===== src/rtl/core/averaging_thermostat_controller_unit_macros.svh =====
// Assertion helpers for the thermostat controller, included by atcu_ctrl.
`ifndef AVERAGING_THERMOSTAT_CONTROLLER_UNIT_MACROS_SVH
`define AVERAGING_THERMOSTAT_CONTROLLER_UNIT_MACROS_SVH

// Same-cycle implication, sampled on clk, off while arst_n is low.
`define ATCU_ASSERT_NOW(label, ante, cons, msg) \
	label: assert property (@(posedge clk) disable iff (!arst_n) (ante) |-> (cons)) \
		else $error(msg);

// Next-cycle implication, sampled on clk, off while arst_n is low.
`define ATCU_ASSERT_NEXT(label, ante, cons, msg) \
	label: assert property (@(posedge clk) disable iff (!arst_n) (ante) |=> (cons)) \
		else $error(msg);

`endif


===== src/rtl/core/atcu_pkg.sv =====
`default_nettype none
package atcu_pkg;

	localparam int WINDOW      = 10;
	localparam int SAMPLE_W    = 10;
	localparam int SETPOINT_W  = 10;
	localparam int BYTE_W      = 8;
	localparam int SUM_W       = 14;
	localparam int CNT_W       = 4;
	localparam int STEP_W      = $clog2(SUM_W);
	localparam int CFG_INDEX_W = 3;
	localparam int CFG_DATA_W  = 10;

	localparam logic [1:0] REQ_SAMPLE = 2'd0;
	localparam logic [1:0] REQ_UP     = 2'd1;
	localparam logic [1:0] REQ_DOWN   = 2'd2;

	localparam logic [CFG_INDEX_W-1:0] REG_MIN_SETPOINT     = 3'd0;
	localparam logic [CFG_INDEX_W-1:0] REG_MAX_SETPOINT     = 3'd1;
	localparam logic [CFG_INDEX_W-1:0] REG_DEADBAND         = 3'd2;
	localparam logic [CFG_INDEX_W-1:0] REG_SETPOINT_STEP    = 3'd3;
	localparam logic [CFG_INDEX_W-1:0] REG_INITIAL_SETPOINT = 3'd4;

	localparam logic [SETPOINT_W-1:0] MIN_SETPOINT_RST = 10'd35;
	localparam logic [SETPOINT_W-1:0] MAX_SETPOINT_RST = 10'd75;
	localparam logic [BYTE_W-1:0]     DEADBAND_RST     = 8'd5;
	localparam logic [BYTE_W-1:0]     STEP_RST         = 8'd5;
	localparam logic [SETPOINT_W-1:0] SETPOINT_RST     = 10'd60;

	typedef struct packed {
		logic [SETPOINT_W-1:0] min_setpoint;
		logic [SETPOINT_W-1:0] max_setpoint;
		logic [BYTE_W-1:0]     deadband;
		logic [BYTE_W-1:0]     setpoint_step;
	} atcu_cfg_t;

	typedef struct packed {
		logic load;
		logic div_step;
		logic publish;
	} atcu_cmd_t;

	typedef struct packed {
		logic in_sample;
		logic out_free;
	} atcu_sts_t;

endpackage
`default_nettype wire


===== src/rtl/core/atcu_ctrl.sv =====
`default_nettype none
`include "averaging_thermostat_controller_unit_macros.svh"
module atcu_ctrl (
	input  wire                 clk,
	input  wire                 arst_n,
	input  wire                 in_valid,
	output logic                in_stall,
	input  atcu_pkg::atcu_sts_t sts,
	output atcu_pkg::atcu_cmd_t cmd
);
	import atcu_pkg::*;

	localparam logic [1:0] ST_IDLE = 2'd0;
	localparam logic [1:0] ST_DIV  = 2'd1;
	localparam logic [1:0] ST_DONE = 2'd2;

	localparam logic [STEP_W-1:0] LAST_STEP = STEP_W'(SUM_W - 1);

	logic [1:0]        state_q;
	logic [1:0]        state_d;
	logic [STEP_W-1:0] step_q;

	assign in_stall     = (state_q != ST_IDLE);
	assign cmd.load     = in_valid && (state_q == ST_IDLE);
	assign cmd.div_step = (state_q == ST_DIV);
	assign cmd.publish  = (state_q == ST_DONE) && sts.out_free;

	always_comb begin
		state_d = state_q;
		unique case (state_q)
			ST_IDLE: begin
				if (cmd.load) begin
					state_d = sts.in_sample ? ST_DIV : ST_DONE;
				end
			end
			ST_DIV: begin
				if (step_q == LAST_STEP) begin
					state_d = ST_DONE;
				end
			end
			ST_DONE: begin
				if (sts.out_free) begin
					state_d = ST_IDLE;
				end
			end
			default: state_d = ST_IDLE;
		endcase
	end

	always_ff @(posedge clk or negedge arst_n) begin
		if (!arst_n) begin
			state_q <= ST_IDLE;
			step_q  <= '0;
		end else begin
			state_q <= state_d;
			if (state_q == ST_DIV) begin
				step_q <= (step_q == LAST_STEP) ? '0 : step_q + 1'b1;
			end
		end
	end

	`ATCU_ASSERT_NOW(a_publish_free, cmd.publish, sts.out_free, "result written while output busy")
	`ATCU_ASSERT_NOW(a_load_no_step, cmd.load, !cmd.div_step && !cmd.publish, "load overlaps work")
	`ATCU_ASSERT_NEXT(a_sample_divides, cmd.load && sts.in_sample, state_q == ST_DIV, "no divide")
	`ATCU_ASSERT_NOW(a_step_range, state_q == ST_DIV, step_q <= LAST_STEP, "step count overrun")
	`ATCU_ASSERT_NOW(a_step_idle, state_q != ST_DIV, step_q == '0, "step count not cleared")

endmodule
`default_nettype wire


===== src/rtl/core/atcu_dp.sv =====
`default_nettype none
module atcu_dp (
	input  wire                                clk,
	input  wire                                arst_n,
	input  atcu_pkg::atcu_cfg_t                cfg,
	input  atcu_pkg::atcu_cmd_t                cmd,
	output atcu_pkg::atcu_sts_t                sts,
	input  wire  [1:0]                         req_type,
	input  wire  [atcu_pkg::SAMPLE_W-1:0]      sample,
	input  wire                                blink_phase,
	output logic                               out_valid,
	input  wire                                out_stall,
	output logic                               heater_on,
	output logic                               cooler_on,
	output logic                               led_on,
	output logic [atcu_pkg::SETPOINT_W-1:0]    average_out,
	output logic [atcu_pkg::SETPOINT_W-1:0]    setpoint_out
);
	import atcu_pkg::*;

	logic [SUM_W-1:0]      sum_q;
	logic [CNT_W-1:0]      cnt_q;
	logic [SETPOINT_W-1:0] average_q;
	logic [SETPOINT_W-1:0] setpoint_q;
	logic [1:0]            kind_q;
	logic                  blink_q;
	logic [SUM_W-1:0]      quo_q;
	logic [CNT_W-1:0]      rem_q;
	logic [CNT_W-1:0]      dvsr_q;

	logic [SUM_W-1:0]      sum_nx;
	logic [CNT_W-1:0]      cnt_nx;
	logic [CNT_W:0]        trial;
	logic                  fits;
	logic [SETPOINT_W:0]   sp_up;
	logic [SETPOINT_W-1:0] avg_new;
	logic [SETPOINT_W:0]   spx;
	logic [SETPOINT_W:0]   avgx;
	logic [SETPOINT_W:0]   dbx;
	logic                  above_lo;
	logic                  below_hi;
	logic                  in_band;

	assign sts.in_sample = (req_type == REQ_SAMPLE);
	assign sts.out_free  = !out_valid || !out_stall;

	assign sum_nx = sum_q + SUM_W'(sample);
	assign cnt_nx = cnt_q + 1'b1;
	assign trial  = {rem_q, quo_q[SUM_W-1]};
	assign fits   = trial >= {1'b0, dvsr_q};
	assign sp_up  = {1'b0, setpoint_q} + (SETPOINT_W+1)'(cfg.setpoint_step);

	assign avg_new  = quo_q[SETPOINT_W-1:0];
	assign spx      = {1'b0, setpoint_q};
	assign avgx     = {1'b0, avg_new};
	assign dbx      = (SETPOINT_W+1)'(cfg.deadband);
	assign above_lo = (spx + dbx) > avgx;
	assign below_hi = spx < (avgx + dbx);
	assign in_band  = above_lo && below_hi;

	always_ff @(posedge clk or negedge arst_n) begin
		if (!arst_n) begin
			sum_q      <= '0;
			cnt_q      <= '0;
			average_q  <= '0;
			setpoint_q <= SETPOINT_RST;
			out_valid  <= 1'b0;
		end else begin
			out_valid <= cmd.publish || (out_valid && out_stall);
			if (cmd.load) begin
				unique case (req_type)
					REQ_SAMPLE: begin
						if (cnt_nx == CNT_W'(WINDOW)) begin
							sum_q <= '0;
							cnt_q <= '0;
						end else begin
							sum_q <= sum_nx;
							cnt_q <= cnt_nx;
						end
					end
					REQ_UP: begin
						if (setpoint_q < cfg.max_setpoint) begin
							setpoint_q <= sp_up[SETPOINT_W] ? '1 : sp_up[SETPOINT_W-1:0];
						end
					end
					REQ_DOWN: begin
						if (setpoint_q > cfg.min_setpoint) begin
							setpoint_q <= (setpoint_q > SETPOINT_W'(cfg.setpoint_step))
								? setpoint_q - SETPOINT_W'(cfg.setpoint_step) : '0;
						end
					end
					default: ;
				endcase
			end
			if (cmd.publish && (kind_q == REQ_SAMPLE)) begin
				average_q <= avg_new;
			end
		end
	end

	always_ff @(posedge clk) begin
		if (cmd.load) begin
			kind_q  <= req_type;
			blink_q <= blink_phase;
			quo_q   <= sum_nx;
			rem_q   <= '0;
			dvsr_q  <= cnt_nx;
		end else if (cmd.div_step) begin
			rem_q <= fits ? CNT_W'(trial - {1'b0, dvsr_q}) : trial[CNT_W-1:0];
			quo_q <= {quo_q[SUM_W-2:0], fits};
		end
		if (cmd.publish) begin
			setpoint_out <= setpoint_q;
			if (kind_q == REQ_SAMPLE) begin
				heater_on   <= !in_band && !below_hi;
				cooler_on   <= !in_band && below_hi;
				led_on      <= (!in_band && below_hi) || (!in_band && !below_hi && blink_q);
				average_out <= avg_new;
			end else begin
				heater_on   <= 1'b0;
				cooler_on   <= 1'b0;
				led_on      <= 1'b0;
				average_out <= average_q;
			end
		end
	end

endmodule
`default_nettype wire


===== src/rtl/core/averaging_thermostat_controller_unit.sv =====
// A temperature sample passes a load step, the bit-serial sum/count divider and a result
// step; a button request passes the load and result steps only. The result step waits
// while the output register is held. One request at a time; the next request is taken
// while the previous result waits in the output register.
// Reset: asynchronous, active low; sum, count and average clear, setpoint loads 60,
// limits, deadband and step return to 35, 75, 5 and 5.
`default_nettype none
module averaging_thermostat_controller_unit (
	input  wire                                clk,
	input  wire                                arst_n,
	input  wire                                cfg_we,
	input  wire  [atcu_pkg::CFG_INDEX_W-1:0]   cfg_index,
	input  wire  [atcu_pkg::CFG_DATA_W-1:0]    cfg_data,
	input  wire                                in_valid,
	output logic                               in_stall,
	input  wire  [1:0]                         req_type,
	input  wire  [atcu_pkg::SAMPLE_W-1:0]      sample,
	input  wire                                blink_phase,
	output logic                               out_valid,
	input  wire                                out_stall,
	output logic                               heater_on,
	output logic                               cooler_on,
	output logic                               led_on,
	output logic [atcu_pkg::SETPOINT_W-1:0]    average_out,
	output logic [atcu_pkg::SETPOINT_W-1:0]    setpoint_out
);
	import atcu_pkg::*;

	atcu_cfg_t cfg_q;
	atcu_cmd_t cmd;
	atcu_sts_t sts;

	always_ff @(posedge clk or negedge arst_n) begin
		if (!arst_n) begin
			cfg_q.min_setpoint  <= MIN_SETPOINT_RST;
			cfg_q.max_setpoint  <= MAX_SETPOINT_RST;
			cfg_q.deadband      <= DEADBAND_RST;
			cfg_q.setpoint_step <= STEP_RST;
		end else if (cfg_we) begin
			unique case (cfg_index)
				REG_MIN_SETPOINT:     cfg_q.min_setpoint  <= cfg_data[SETPOINT_W-1:0];
				REG_MAX_SETPOINT:     cfg_q.max_setpoint  <= cfg_data[SETPOINT_W-1:0];
				REG_DEADBAND:         cfg_q.deadband      <= cfg_data[BYTE_W-1:0];
				REG_SETPOINT_STEP:    cfg_q.setpoint_step <= cfg_data[BYTE_W-1:0];
				// reset always reloads the setpoint from its fixed default
				REG_INITIAL_SETPOINT: ;
				default: ;
			endcase
		end
	end

	atcu_ctrl u_ctrl (
		.clk      (clk),
		.arst_n   (arst_n),
		.in_valid (in_valid),
		.in_stall (in_stall),
		.sts      (sts),
		.cmd      (cmd)
	);

	atcu_dp u_dp (
		.clk          (clk),
		.arst_n       (arst_n),
		.cfg          (cfg_q),
		.cmd          (cmd),
		.sts          (sts),
		.req_type     (req_type),
		.sample       (sample),
		.blink_phase  (blink_phase),
		.out_valid    (out_valid),
		.out_stall    (out_stall),
		.heater_on    (heater_on),
		.cooler_on    (cooler_on),
		.led_on       (led_on),
		.average_out  (average_out),
		.setpoint_out (setpoint_out)
	);

endmodule
`default_nettype wire


===== config.mk =====
export PLATFORM = sky130hd
export DESIGN_NAME = averaging_thermostat_controller_unit
export DESIGN_NICKNAME = d
export VERILOG_FILES = /design/src/rtl/core/atcu_pkg.sv /design/src/rtl/core/atcu_ctrl.sv /design/src/rtl/core/atcu_dp.sv /design/src/rtl/core/averaging_thermostat_controller_unit.sv
export VERILOG_INCLUDE_DIRS = /design/src /design/src/rtl/core
export SDC_FILE = /design/constraint.sdc
export NUM_CORES = 1
export LEC_CHECK = 0
export ABC_AREA = 1
export CAP_MARGIN = 20
export CORE_MARGIN = 2
export CORE_UTILIZATION = 55
export CTS_CLUSTER_DIAMETER = 60
export DETAILED_ROUTE_END_ITERATION = 7
export DONT_BUFFER_PORTS = 1
export HOLD_SLACK_MARGIN = 0.02
export PLACE_DENSITY = 0.68
export SLEW_MARGIN = 0
export SYNTH_ARGS = -nofsm -noshare
export SYNTH_HDL_FRONTEND = slang
export SYNTH_SLANG_ARGS = --single-unit

===== constraint.sdc =====
create_clock -name clk -period 3.6 [get_ports clk]
set_input_delay 0 -clock clk [delete_from_list [all_inputs] [get_ports clk]]
set_output_delay 0 -clock clk [all_outputs]
set_load 0.01 [all_outputs]

# [Yosys cells after proc, flatten, opt, wreduce, memory -nomap -nowiden]
# Cells that the tools add are included.
[op_classes] n_lt_le_gt_ge=6 n_reduce_logical=29 add_sub_neg=8 muxes=17 eq_ne=14
[op_table] cell="two-way mux 10 bit" count=5
[op_table] cell="two-way mux 14 bit" count=3
[op_table] cell="adder 10 x 8 -> 11 bit" count=3
[op_table] cell="case mux 10 bit (2 select lines)" count=1
[op_table] cell="adder 14 x 10 -> 14 bit" count=1
[op_table] cell="two-way mux 4 bit" count=3
[op_table] cell="> comparator 11 x 10 -> 1 bit" count=1
[op_table] cell="less-than comparator 10 x 11 -> 1 bit" count=1
[op_table] cell="> comparator 10 bit" count=1
[op_table] cell="> comparator 10 x 8 -> 1 bit" count=1
[op_table] cell="less-than comparator 10 bit" count=1
[op_table] cell="AND reduction 2 bit" count=5
[op_table] cell="subtractor 10 x 8 -> 10 bit" count=1
[op_table] cell="adder 4 x 1 -> 4 bit (second input constant)" count=2
[op_table] cell="== test 4 bit (second input constant)" count=2
[op_table] cell="logical AND 1 bit" count=8
[op_table] cell="two-way mux 2 bit" count=4
[op_table] cell="inequality test 2 x 1 -> 1 bit (second input constant)" count=4
[op_table] cell="== test 3 x 2 -> 1 bit (second input constant)" count=2
[op_table] cell="zero test 2 bit" count=3
[op_table] cell="case mux 2 bit (3 select lines)" count=1
[op_table] cell="nonzero test 2 bit" count=3
[op_table] cell=">= comparator 5 x 4 -> 1 bit" count=1
[op_table] cell="== test 2 x 1 -> 1 bit (second input constant)" count=2
[op_table] cell="9 further kinds" count=15
[totals] wordCells=95 in_bits=31 ff_bits=129

# [Depth between registers and ports, before layout]
# Gate-level depths: netlist (run 1).
[depth] depth_word=7 ltp_mapped=20

# [Modules after synthesis]
# A second synthesis (run 1) with hierarchy kept.
[unflattened] hier_cells=1103 area_unflattened_um2=8698.3
[modules_own_cells] module="atcu_dp" cells_per_inst=889 area_per_inst_um2=6862.8 seq_area_each_um2=2382.3 instances=1
[modules_own_cells] module="averaging_thermostat_controller_unit" cells_per_inst=165 area_per_inst_um2=1482.7 seq_area_each_um2=914.6 instances=1
[modules_own_cells] module="atcu_ctrl" cells_per_inst=49 area_per_inst_um2=352.8 seq_area_each_um2=150.1 instances=1

# [Worst setup path before layout (run 1)]
# OpenSTA, ideal clock, no wires.
[synth_timing] path_kind="reg2reg" from="register u_dp.setpoint_q[0]" to="register u_dp.led_on (data pin)" arrival_time_ns=2.424 n_path_buf=0 slack_ns=0.922 stages_incl_launch_ff=20 cell_sequence="dfrtp_1 -> ha_1 -> fa_1 -> nand3_1 -> nand2_1 -> a21oi_1 -> xor2_1 -> inv_1 -> ha_1 -> nand2_1 -> nor2_1 -> nand2_1 -> nand2_1 -> nand2_1 -> nand2_1 -> nand2_1 -> nand2_1 -> nand2_1 -> nand3_1 -> nand2_1"
[synth_via] elab_chain_cells=7
[synth_lines] item="from (decl)" line="atcu_dp.sv:24" text="logic [SETPOINT_W-1:0] setpoint_q;"
[synth_lines] item="from (signal assigned)" line="atcu_dp.sv:83" text="setpoint_q <= sp_up[SETPOINT_W] ? '1 : sp_up[SETPOINT_W-1:0];"
[synth_lines] item="from (signal assigned)" line="atcu_dp.sv:88" text="setpoint_q <= (setpoint_q > SETPOINT_W'(cfg.setpoint_step))"
[synth_lines] item="adder 10 x 8 -> 11 bit" line="atcu_dp.sv:57" text="assign above_lo = (spx + dbx) > avgx;"
[synth_lines] item="> comparator 11 x 10 -> 1 bit" line="atcu_dp.sv:57"
[synth_lines] item="logical AND 1 bit" line="atcu_dp.sv:59" text="assign in_band = above_lo && below_hi;"
[synth_lines] item="zero test 1 bit" line="atcu_dp.sv:117" text="led_on <= (!in_band && below_hi) || (!in_band && !below_hi && blink_q);"
[synth_lines] item="logical AND 1 bit (2 in series)" line="atcu_dp.sv:117"
[synth_lines] item="logical OR 1 bit (*)" line="atcu_dp.sv:117"
[synth_lines] item="to (signal assigned)" line="atcu_dp.sv:117"
[synth_lines] item="to (decl)" line="atcu_dp.sv:15" text="output logic led_on,"
# Every way passes the cells marked *; elsewhere a longest branch is shown, timed or not.
# A chain may end at the register's enable or synchronous reset.

# [Worst setup path after layout (run 1)]
[layout_timing] from="register u_dp.quo_q[0]" to="register u_dp.led_on (data pin)"
[layout_via] elab_chain_cells=7
[layout_lines] item="from (decl)" line="atcu_dp.sv:27" text="logic [SUM_W-1:0] quo_q;"
[layout_lines] item="from (signal assigned)" line="atcu_dp.sv:105" text="quo_q <= sum_nx;"
[layout_lines] item="from (signal assigned)" line="atcu_dp.sv:110" text="quo_q <= {quo_q[SUM_W-2:0], fits};"
[layout_lines] item="adder 10 x 8 -> 11 bit" line="atcu_dp.sv:58" text="assign below_hi = spx < (avgx + dbx);"
[layout_lines] item="less-than comparator 10 x 11 -> 1 bit" line="atcu_dp.sv:58"
[layout_lines] item="logical AND 1 bit" line="atcu_dp.sv:59"
[layout_lines] item="zero test 1 bit" line="atcu_dp.sv:117"
[layout_lines] item="logical AND 1 bit (2 in series)" line="atcu_dp.sv:117"
[layout_lines] item="logical OR 1 bit (*)" line="atcu_dp.sv:117"
# Marked as above.

==> flow_results.org, run 1 <==
** Logic synthesis
- The Yosys step of the flow raised 0 warnings.
- Distinct cell type count of the synthesized netlist :: 46
- Sequential cells were found to cover 40.61% of the synthesized design area.
- Syn Inst Count :: approximately 1100
- Synth Cell Area :: 0.008488 mm²
- After synthesis, the mean cell area works out to 8.038 µm².
- When the netlist entered floorplanning its net count stood at 1182.
- Register bit count reported by yosys :: 129

** Layout
- Antenna diode count :: 0
- Count of non-filler cells in the finished layout :: 1281
- Leaving out fill and tap cells, the most frequent cell in the layout is sky130_fd_sc_hd__nand2_1.
- Layout Area Growth over Synthesis :: 11.16%
- Ratio of cells with drive above 1 in the final layout :: 6.404%
- At the end of the flow, the number of nets in the layout was 1206.
- Commonest cells after routing, fill and taps aside :: 317 x sky130_fd_sc_hd__nand2_1, 143 x sky130_fd_sc_hd__inv_1, 89 x sky130_fd_sc_hd__ha_1

** Setup path
- The critical path contains buffers and inverters numbering 0 combined.
- Walking the worst path, the cells encountered are ha_1 -> fa_1 -> nand3_1 -> nand3_1 -> nand2_1 -> nand2_1 -> xnor2_1 -> ha_1 -> nand2_1 -> a21oi_1 -> nor2_1 -> nand2_1 -> nand2_1 -> nand2_1 -> nand2_1 -> nand2_1 -> nand2_1 -> nand3_1 -> nand2_1.
- STA puts the critical path data arrival time at between 3 and 4 ns.
- Cell class contributing the biggest share of worst-path delay :: simple AND/OR/NAND/NOR gates
- The critical path in this run is classified as reg2reg.
- Largest stage delay on the critical path :: 0.46 ns
- Along the worst path, the maximum fanout reaches 4.
- For the worst setup path, the data required time is 3.77 ns.
- Type of destination of the critical path :: register
- Cell with the largest stage delay on the worst path :: sky130_fd_sc_hd__edfxtp_1
- Most common cell on crit path :: sky130_fd_sc_hd__nand2_1
- The worst setup path is launched from a register.

** Job
- Across the run, the number of max-cap violations was 0.

** Clock network
- Number of cells upsized or downsized after cts :: 0
- After clock tree synthesis, the setup repair step added 0 buffers.
- H-Tree Level Count :: 4
- The number of clock buffers added by TritonCTS is 17.
- Clk sink count :: about 130
- Hold repair after CTS inserted 19 buffers.
- TritonCTS built the clock tree.
- After clock tree synthesis, the clock-pin slew on the worst setup and hold paths is approximately 0.060 ns.
- Clock buffer depth :: 2
- The clock reaches the later pin of the worst-skew pair after approximately 0.42 ns.
- Root Buffer Master :: sky130_fd_sc_hd__clkbuf_16

** Floorplanning
- I/O pin count :: between 50 and 60
- Effective utilization at floorplan :: 56.04%
- The die is about 130 µm tall.
- Core footprint :: 0.01515 mm²
- The die is 128.2 µm wide.
- The floorplan has between 40 and 50 rows.
- The floorplan step defined a die boundary enclosing 0.01644 mm².

** Timing
- The tightest hold path in the finished design has a slack of 0.04896 ns.
- Min Tclk post-route :: 2.961 ns
- After layout, the worst path uses ~80% of the clock period.
- Max frequency :: 337.7 MHz
- The count of endpoints failing hold in the final timing report is 0.
- Setup total negative slack on the finished layout was measured at 0 ns.
- Worst Tran Pin Value :: 0.7102 ns
- The worst pin sits at a relative slew slack of 52.52%.
- The max-slew violation total from the final report was 0.
- Setup violations remaining at the end of the flow were counted as 0.
- Setup repair after global routing left no endpoint under its margin.
- Across the routed clock network, the largest skew measured is 0.01072 ns.

** Route
- Routed Wire Length :: a little under 20 mm
- After detailed routing, the average wire length per cell comes to 15.48 µm.
- Before antenna repair, the detailed router went through 5 iterations.
- In the routed design, unresolved DRC markers number 0.
- Routed Antenna Nets :: 0
- Post-DR vias/cell :: 5.363
- In this run, the number of DRC markers left after iteration 0 of detailed routing was 553.
- The routed layout has 6870 vias.

** GRT
- First-pass GRT wire length :: 32.97 mm
- Overall Global Routing Usage :: 25.97%
- Initial antenna violation count :: 0
- Pin count of the biggest net entering global routing :: 82
- For this run the aggregate overflow at the end of global routing stands at 0.
- Number of global-route vias before repair :: 6524

** Min path
- The worst hold path belongs to the class in2reg.

** Place
- Sum of net half-perimeters after detailed placement :: 14.73 mm
- Routability-driven placement finished with a final weighted congestion of 0.9640.
- Number of buffer cells added on primary ports :: 0
- In this run, placement finished with an instance count of ~1200.

** Pwr
- Worst vdd ir :: 0.0004545 V
- In this run the static leakage power is 4.884 nW.
- Pwr per Cell Area :: 904.1 mW/mm²

** Status
- Outcome :: finished, final reports clean
[worst register-to-register path: stages, from the launching register on]
cell and delay [ns]:
sky130_fd_sc_hd__edfxtp_1 0.46, sky130_fd_sc_hd__ha_1 0.27, sky130_fd_sc_hd__fa_1 0.41, sky130_fd_sc_hd__nand3_1 0.08
sky130_fd_sc_hd__nand3_1 0.14, sky130_fd_sc_hd__nand2_1 0.09, sky130_fd_sc_hd__nand2_1 0.06, sky130_fd_sc_hd__xnor2_1 0.12
sky130_fd_sc_hd__ha_1 0.29, sky130_fd_sc_hd__nand2_1 0.07, sky130_fd_sc_hd__a21oi_1 0.11, sky130_fd_sc_hd__nor2_1 0.05
sky130_fd_sc_hd__nand2_1 0.07, sky130_fd_sc_hd__nand2_1 0.05, sky130_fd_sc_hd__nand2_1 0.05, sky130_fd_sc_hd__nand2_1 0.05
sky130_fd_sc_hd__nand2_1 0.10, sky130_fd_sc_hd__nand2_1 0.08, sky130_fd_sc_hd__nand3_1 0.09, sky130_fd_sc_hd__nand2_1 0.05
[report_power, final]
part	internal [mW]	total, mW	switching [mW]
clock network	1.03	1.64	0.616
registers	2.22	2.68	0.469
logic	1.55	4.20	2.65
[cells in the mapped netlist (all sizes together)]
master / count / area [µm²]
nand2: 325 / 1250
inv: 144 / 540.5
o21ai: 91 / 466.7
ha: 89 / 1114
dfrtp: 66 / 1652
nand3: 65 / 325.3
nor2: 54 / 217.7
a21oi: 48 / 247.7
edfxtp: 44 / 1321
xor2: 23 / 201.4
dfstp: 15 / 394.1
clkbuf: 13 / 48.80
xnor2: 10 / 87.58
nand4: 9 / 56.30
a21o: 7 / 52.55
buf: 7 / 55.05
nor3: 7 / 40.04
fa: 6 / 120.1
nand3b: 5 / 37.54
dfxtp: 4 / 80.08
a22o: 3 / 26.28
o21a: 3 / 22.52
o21bai: 3 / 22.52
a21boi: 2 / 15.01
o211ai: 2 / 15.01
o22ai: 2 / 12.51
or2: 2 / 15.02
a221oi: 1 / 8.760
a31oi: 1 / 6.260
a41oi: 1 / 8.760
and2: 1 / 6.260
clkinv: 1 / 3.750
o2111ai: 1 / 8.760
o221ai: 1 / 8.760
[path summary, 6_finish.rpt]
path,startpoint,slack [ns],depth (start not counted),to
max,u_dp.quo_q[0]$_DFFE_PP_,0.64,19,u_dp.led_on$_SDFFCE_PN0P_
min,sample[9],0.05,4,u_dp.sum_q[9]$_DFFE_PN0P_
max reg2reg,u_dp.quo_q[0]$_DFFE_PP_,0.64,19,u_dp.led_on$_SDFFCE_PN0P_
min reg2reg,u_dp.rem_q[3]$_SDFFE_PP0P_,0.46,2,u_dp.rem_q[3]$_SDFFE_PP0P_
max in group asynchronous,arst_n,3.06,2,cfg_q[26]$_DFFE_PN1P_
min in group asynchronous,arst_n,0.17,2,u_dp.setpoint_q[6]$_DFFE_PN0P_
[stage by stage]
stage	util (%)	power, mW	area, µm²	setup slack [ns]
after floorplan	-	5.783	8488	0.9217
after global placement	57.21	6.753	8665	0.7558
after detailed placement	57.21	6.800	8665	0.6611
after CTS	62.30	8.527	9435	0.6485
after global routing	62.30	9.380	9435	0.3540
final	62.30	8.531	9435	0.6388
[logic make-up (layout without fill, tap and decap cells)]
logic type,Yosys count,after routing,synth area share [%]
simple gates,468,468,22.95
compound gates,166,166,10.86
buf+inv,165,202,7.635
flops,129,129,40.61
fa+ha+maj,95,95,14.53
xor+xnor,33,33,3.405
[cell type report]
| cell class | instances | area [µm²] |
|---|---|---|
| flip-flops and latches | 129 | 3447 |
| clock inverters | 11 | 112.6 |
| inverters | 145 | 544.3 |
| clock buffers | 21 | 450.4 |
| multi-input cells | 762 | 4393 |
| repair buffers | 25 | 252.7 |
| well taps | 188 | 235.2 |
| fillers | 1344 | 5710 |
[layer usage]
| metal | track usage, % | routed length (µm) | up-vias |
|---|---|---|---|
| li1 | - | - | 3496 |
| met1 | 37.41 | 9942 | 3196 |
| met2 | 39.36 | 8576 | 147 |
| met3 | 5.008 | 871 | 31 |
| met4 | 8.920 | 439 | 0 |
| met5 | 0 | 0 | - |
[sequential cells by signal (all words and copies together) (netlist names)]
name,count
u_dp.average_q,10
u_dp.cnt_q,4
u_dp.out_valid,1
cfg_q,36
u_dp.rem_q,4
u_dp.heater_on,1
u_dp.blink_q,1
u_dp.sum_q,14
u_dp.setpoint_q,10
u_dp.quo_q,14
u_dp.led_on,1
u_dp.average_out,10
u_ctrl.state_q,2
u_dp.cooler_on,1
u_ctrl.step_q,4
u_dp.dvsr_q,4
u_dp.kind_q,2
u_dp.setpoint_out,10
(Power assumes the default switching activity.)
==> run 2: changes to the inputs <==
--- a/config.mk
+++ b/config.mk
@@ -14,7 +14,7 @@
 export DETAILED_ROUTE_END_ITERATION = 7
 export DONT_BUFFER_PORTS = 1
 export HOLD_SLACK_MARGIN = 0.02
-export PLACE_DENSITY = 0.68
+export PLACE_DENSITY = 0.71
 export SLEW_MARGIN = 0
 export SYNTH_ARGS = -nofsm -noshare
 export SYNTH_HDL_FRONTEND = slang
==> constraint.sdc (replaced) <==
create_clock -name clk -period 2.4 [get_ports clk]
set_input_delay 0 -clock clk [delete_from_list [all_inputs] [get_ports clk]]
set_output_delay 0 -clock clk [all_outputs]
set_load 0.01 [all_outputs]
==> run 2 against run 1 <==
The flow now finishes with violations (setup timing). Critical path depth did not move. Sequential share of layout area fell by 2.2 points. Core utilization grew 4.0 points. Non-clock buffer count rose by 50. Clock power up 59%. Register-to-register slack got worse by 0.91 ns. Hold slack improved by 0.010 ns. Fmax up 11%. Clock-buffer cell count up 1. Power is 64% higher. Critical path type unchanged. Largest power group unchanged.
==> flow_results.org, run 2 (synthesis results as in run 1) <==
** Timing
- The worst max-slew margin expressed relative to the limit was 57.08% (+4.6 points).
- Setup repair after global routing could not meet its margin everywhere.
- The post-route setup TNS came to -0.7660 ns (-0.7660 ns).
- The count of endpoints failing hold in the final timing report was 0 (unchanged).
- Clk_skew :: 0.01121 ns (+0.0004937 ns)
- The share of the cycle needed by the critical path after routing came to 111.5% (+29 points).
- Min Tclk post-route :: 2.675 ns (-0.2862 ns)
- The setup slack of the critical path after layout is -0.2750 ns (-0.9138 ns).
- Worst Tran Pin Value :: 0.6420 ns (-0.06813 ns)
- Slew Viols, Final :: 0 (unchanged)
- The achievable frequency was 373.8 MHz (+11%).
- Count of endpoints failing setup in the final report :: 3 (+3)

** Clock network
- The deepest clock path buffer count was 2 (unchanged).
- Post-CTS clock slew at the launch and capture registers of the worst setup and hold paths :: 0.06 ns (about the same)
- H-Tree Level Count :: 4 (unchanged)
- TritonCTS built the clock tree.
- The sink count of the clock tree is 129 (unchanged).
- The clock insertion delay at the later pin of the skew report is 0.43 ns (about the same).
- The tree is rooted in a sky130_fd_sc_hd__clkbuf_16.
- The number of clock buffers inserted by TritonCTS came to 17 (unchanged).

** Layout
- The largest registers in the layout are cfg_q x36, u_dp.quo_q x14, u_dp.sum_q x14.
- Fill cell instance count of the final layout :: 1260 (-6.3%)
- The final layout net count is 1256 (+4.1%).
- Most common library cell in the layout ignoring fill and taps :: sky130_fd_sc_hd__nand2_1
- Layout Area Growth over Synthesis :: 18.25%
- The share of layout cells above drive strength 1 came to 13.30% (+6.9 points).
- The number of diodes added for antenna fixing is 0 (unchanged).
- Largest register by flop count :: cfg_q
- The flip-flop count of the largest register after layout is 36 (unchanged).
- The number of cells in the finished layout apart from fillers is 1331 (+3.9%).
- Post-route cell area :: 0.01004 mm² (+6.4%)
- In the layout the commonest cells are 310 x sky130_fd_sc_hd__nand2_1, 143 x sky130_fd_sc_hd__inv_1, 85 x sky130_fd_sc_hd__o21ai_0.

** Min path
- End of the worst hold path :: u_dp.sum_q[4]$_DFFE_PN0P_
- In this run the worst hold path is classified as in2reg.
- The startpoint identified for the worst hold timing path is sample[4].
- Worst hold stages :: 3 (-1)

** Floorplanning
- The count of standard-cell rows was 45 (unchanged).
- The core outline area came to 0.01515 mm² (unchanged).
- The die outline area was 0.01644 mm² (unchanged).
- The initial core utilization is 56.04% (unchanged).
- Floorplan die height :: 128.2 µm (unchanged)
- Die width :: 128.2 µm (unchanged)
- I/O pin count :: 56 (unchanged)

** Pwr
- The switching power was 6.098 mW (+63%).
- The power per standard cell area came to 1393 mW/mm² (+54%).
- Part of the total power dissipated in the clock network :: 18.6% (-0.7 points)
- Worst vdd ir :: 0.0007160 V (+58%)
- The internal cell power came to 7.888 mW (+65%).
- The sequential share of power was 28.2% (-3.3 points).
- Switch share :: 43.60% (-0.24 points)
- The relative contribution of combinational cells to total power came to 53.2% (+3.9 points).
- Static Leakage :: 5.148 nW (+5.4%)

** Setup path
- Worst Reg2Reg Path Length in Cells :: 19 (unchanged)
- The worst setup path is captured at a register.
- Data required time of the worst path :: 2.58 ns (-1.19 ns)
- The critical path in this run is classified as reg2reg.
- Data arrival time at the worst-slack endpoint :: 2.86 ns (-0.27 ns)
- Worst setup SP type :: register
- FF-to-FF Start :: u_dp.setpoint_q[0]$_DFFE_PN0P_
- Reg-to-reg slack, setup :: -0.28 ns (-0.91 ns)
- The worst-path maximum fanout is 2 (-2).
- Capture instance of the worst register-to-register path :: u_dp.led_on$_SDFFCE_PN0P_

** Place
- The cell count after placement came to 1274 (+3.6%).
- Setup WS pre-CTS :: -0.2768 ns (-0.9379 ns)
- The placed cell area was 0.009034 mm² (+4.3%).
- The port buffer count came to 0 (unchanged).
- Sum of net half-perimeters after detailed placement :: 15.24 mm (+3.5%)
- The final weighted congestion in routability-driven placement is 0.9471 (-1.8%).

** Route
- Post-DR vias/cell :: 5.391 (+0.52%)
- The final routed DRC violation total came to 0 (unchanged).
- Routed Wire Length :: 21.35 mm (+7.7%)
- The detail-routed net length per standard cell is 16.04 µm (+3.6%).
- The count of vias placed by the detailed router is 7175 (+4.4%).
- Number of detailed-routing iterations run before antenna repair :: 5 (unchanged)
- The DRC violation total after the first TritonRoute iteration was 633 (+14%).
- The post-route antenna net violation count was 0 (unchanged).

** Job
- The number of max-capacitance violations reported was 0 (unchanged).

** GRT
- Grt met1 use :: 36.84% (-0.57 points)
- Pin count of the biggest net entering global routing :: 82 (unchanged)
- Number of global-route vias before repair :: 7017 (+7.6%)
- The initial antenna violation count was 0 (unchanged).
- Most Used Layer, Global Route :: met2
- M3 GR Usage :: 6.511% (+1.5 points)
- Overall Global Routing Usage :: 27.23% (+1.3 points)
- The total global routing overflow came to 0 (unchanged).
- First-pass GRT wire length :: 34.60 mm (+4.9%)
- M2 GR Usage :: 43.59% (+4.2 points)

** Status
- The run finished, with violations left.
- The final reports fail on setup timing.
run 2: worst max-delay path, cell delays in order, from the launching register on:
cell and delay, ns:
sky130_fd_sc_hd__dfrtp_1 0.39, sky130_fd_sc_hd__ha_2 0.21, sky130_fd_sc_hd__fa_2 0.41, sky130_fd_sc_hd__nand3_2 0.07, sky130_fd_sc_hd__nand2_2 0.06, sky130_fd_sc_hd__a21oi_2 0.16, sky130_fd_sc_hd__xor2_1 0.14, sky130_fd_sc_hd__inv_1 0.08
sky130_fd_sc_hd__ha_4 0.28, sky130_fd_sc_hd__nand2_4 0.06, sky130_fd_sc_hd__nor2_4 0.10, sky130_fd_sc_hd__nand2_1 0.05, sky130_fd_sc_hd__nand2_1 0.05, sky130_fd_sc_hd__nand2_1 0.04, sky130_fd_sc_hd__nand2_1 0.05, sky130_fd_sc_hd__nand2_1 0.05
sky130_fd_sc_hd__nand2_1 0.05, sky130_fd_sc_hd__nand2_1 0.06, sky130_fd_sc_hd__nand3_2 0.06, sky130_fd_sc_hd__nand2_1 0.05
run 2: worst max-delay path by stage:
stage | start | to
floorplan | u_dp.setpoint_q[0]$_DFFE_PN0P_ | u_dp.led_on$_SDFFCE_PN0P_
global placement | cfg_q[10]$_DFFE_PN1P_ | u_dp.led_on$_SDFFCE_PN0P_
detailed placement | cfg_q[10]$_DFFE_PN1P_ | u_dp.led_on$_SDFFCE_PN0P_
CTS | u_dp.quo_q[0]$_DFFE_PP_ | u_dp.led_on$_SDFFCE_PN0P_
global route | cfg_q[10]$_DFFE_PN1P_ | u_dp.led_on$_SDFFCE_PN0P_
finish | u_dp.setpoint_q[0]$_DFFE_PN0P_ | u_dp.led_on$_SDFFCE_PN0P_
run 2: metal layers:
layer  routed length, µm  vias to the layer above
met4                 401                        0
met3                1242                       38
met5                   0                        -
li1                    -                     3588
met2                9866                      196
met1                9839                     3353
run 2: metrics by stage:
| stage | utilization [%] | power [mW] | hold WS [ns] |
|---|---|---|---|
| after global placement | 59.64 | 10.60 | -0.2928 |
| after CTS | 65.49 | 13.60 | 0.04880 |
| after global routing | 66.27 | 15.21 | 0.08620 |
| after detailed placement | 59.64 | 10.75 | -0.2934 |
| after floorplan | - | 8.715 | -0.2956 |
| final | 66.27 | 13.99 | 0.05900 |
run 2: repair_timing:
action	in CTS	in global routing
setup endpoints to repair	3	13
hold buffers	20	0
hold endpoints to repair	126	0
setup buffers	3	2
gates cloned	0	0
pin swaps	6	19
gates resized for setup	6	25
run 2: area by class of cell:
type                            instances  area [µm²]  area share (%)
Timing Repair Buffer                   75       630.6           6.283
Tap cell                              188       235.2           2.344
Multi-Input combinational cell        762        4574           45.57
Sequential cell                       129        3450           34.37
Clock buffer                           22       506.7           5.049
Clock inverter                         10       96.34          0.9599
Inverter                              145       544.3           5.423
run 2: power by group through the flow:
stage / clock, mW / combinational (mW) / sequential (mW)
final: 2.60 / 7.44 / 3.94
after global routing: 2.72 / 8.46 / 4.03
after detailed placement: 0 / 6.81 / 3.94
after global placement: 0 / 6.68 / 3.92
after CTS: 2.63 / 7.05 / 3.92
after floorplan: 0 / 4.86 / 3.86
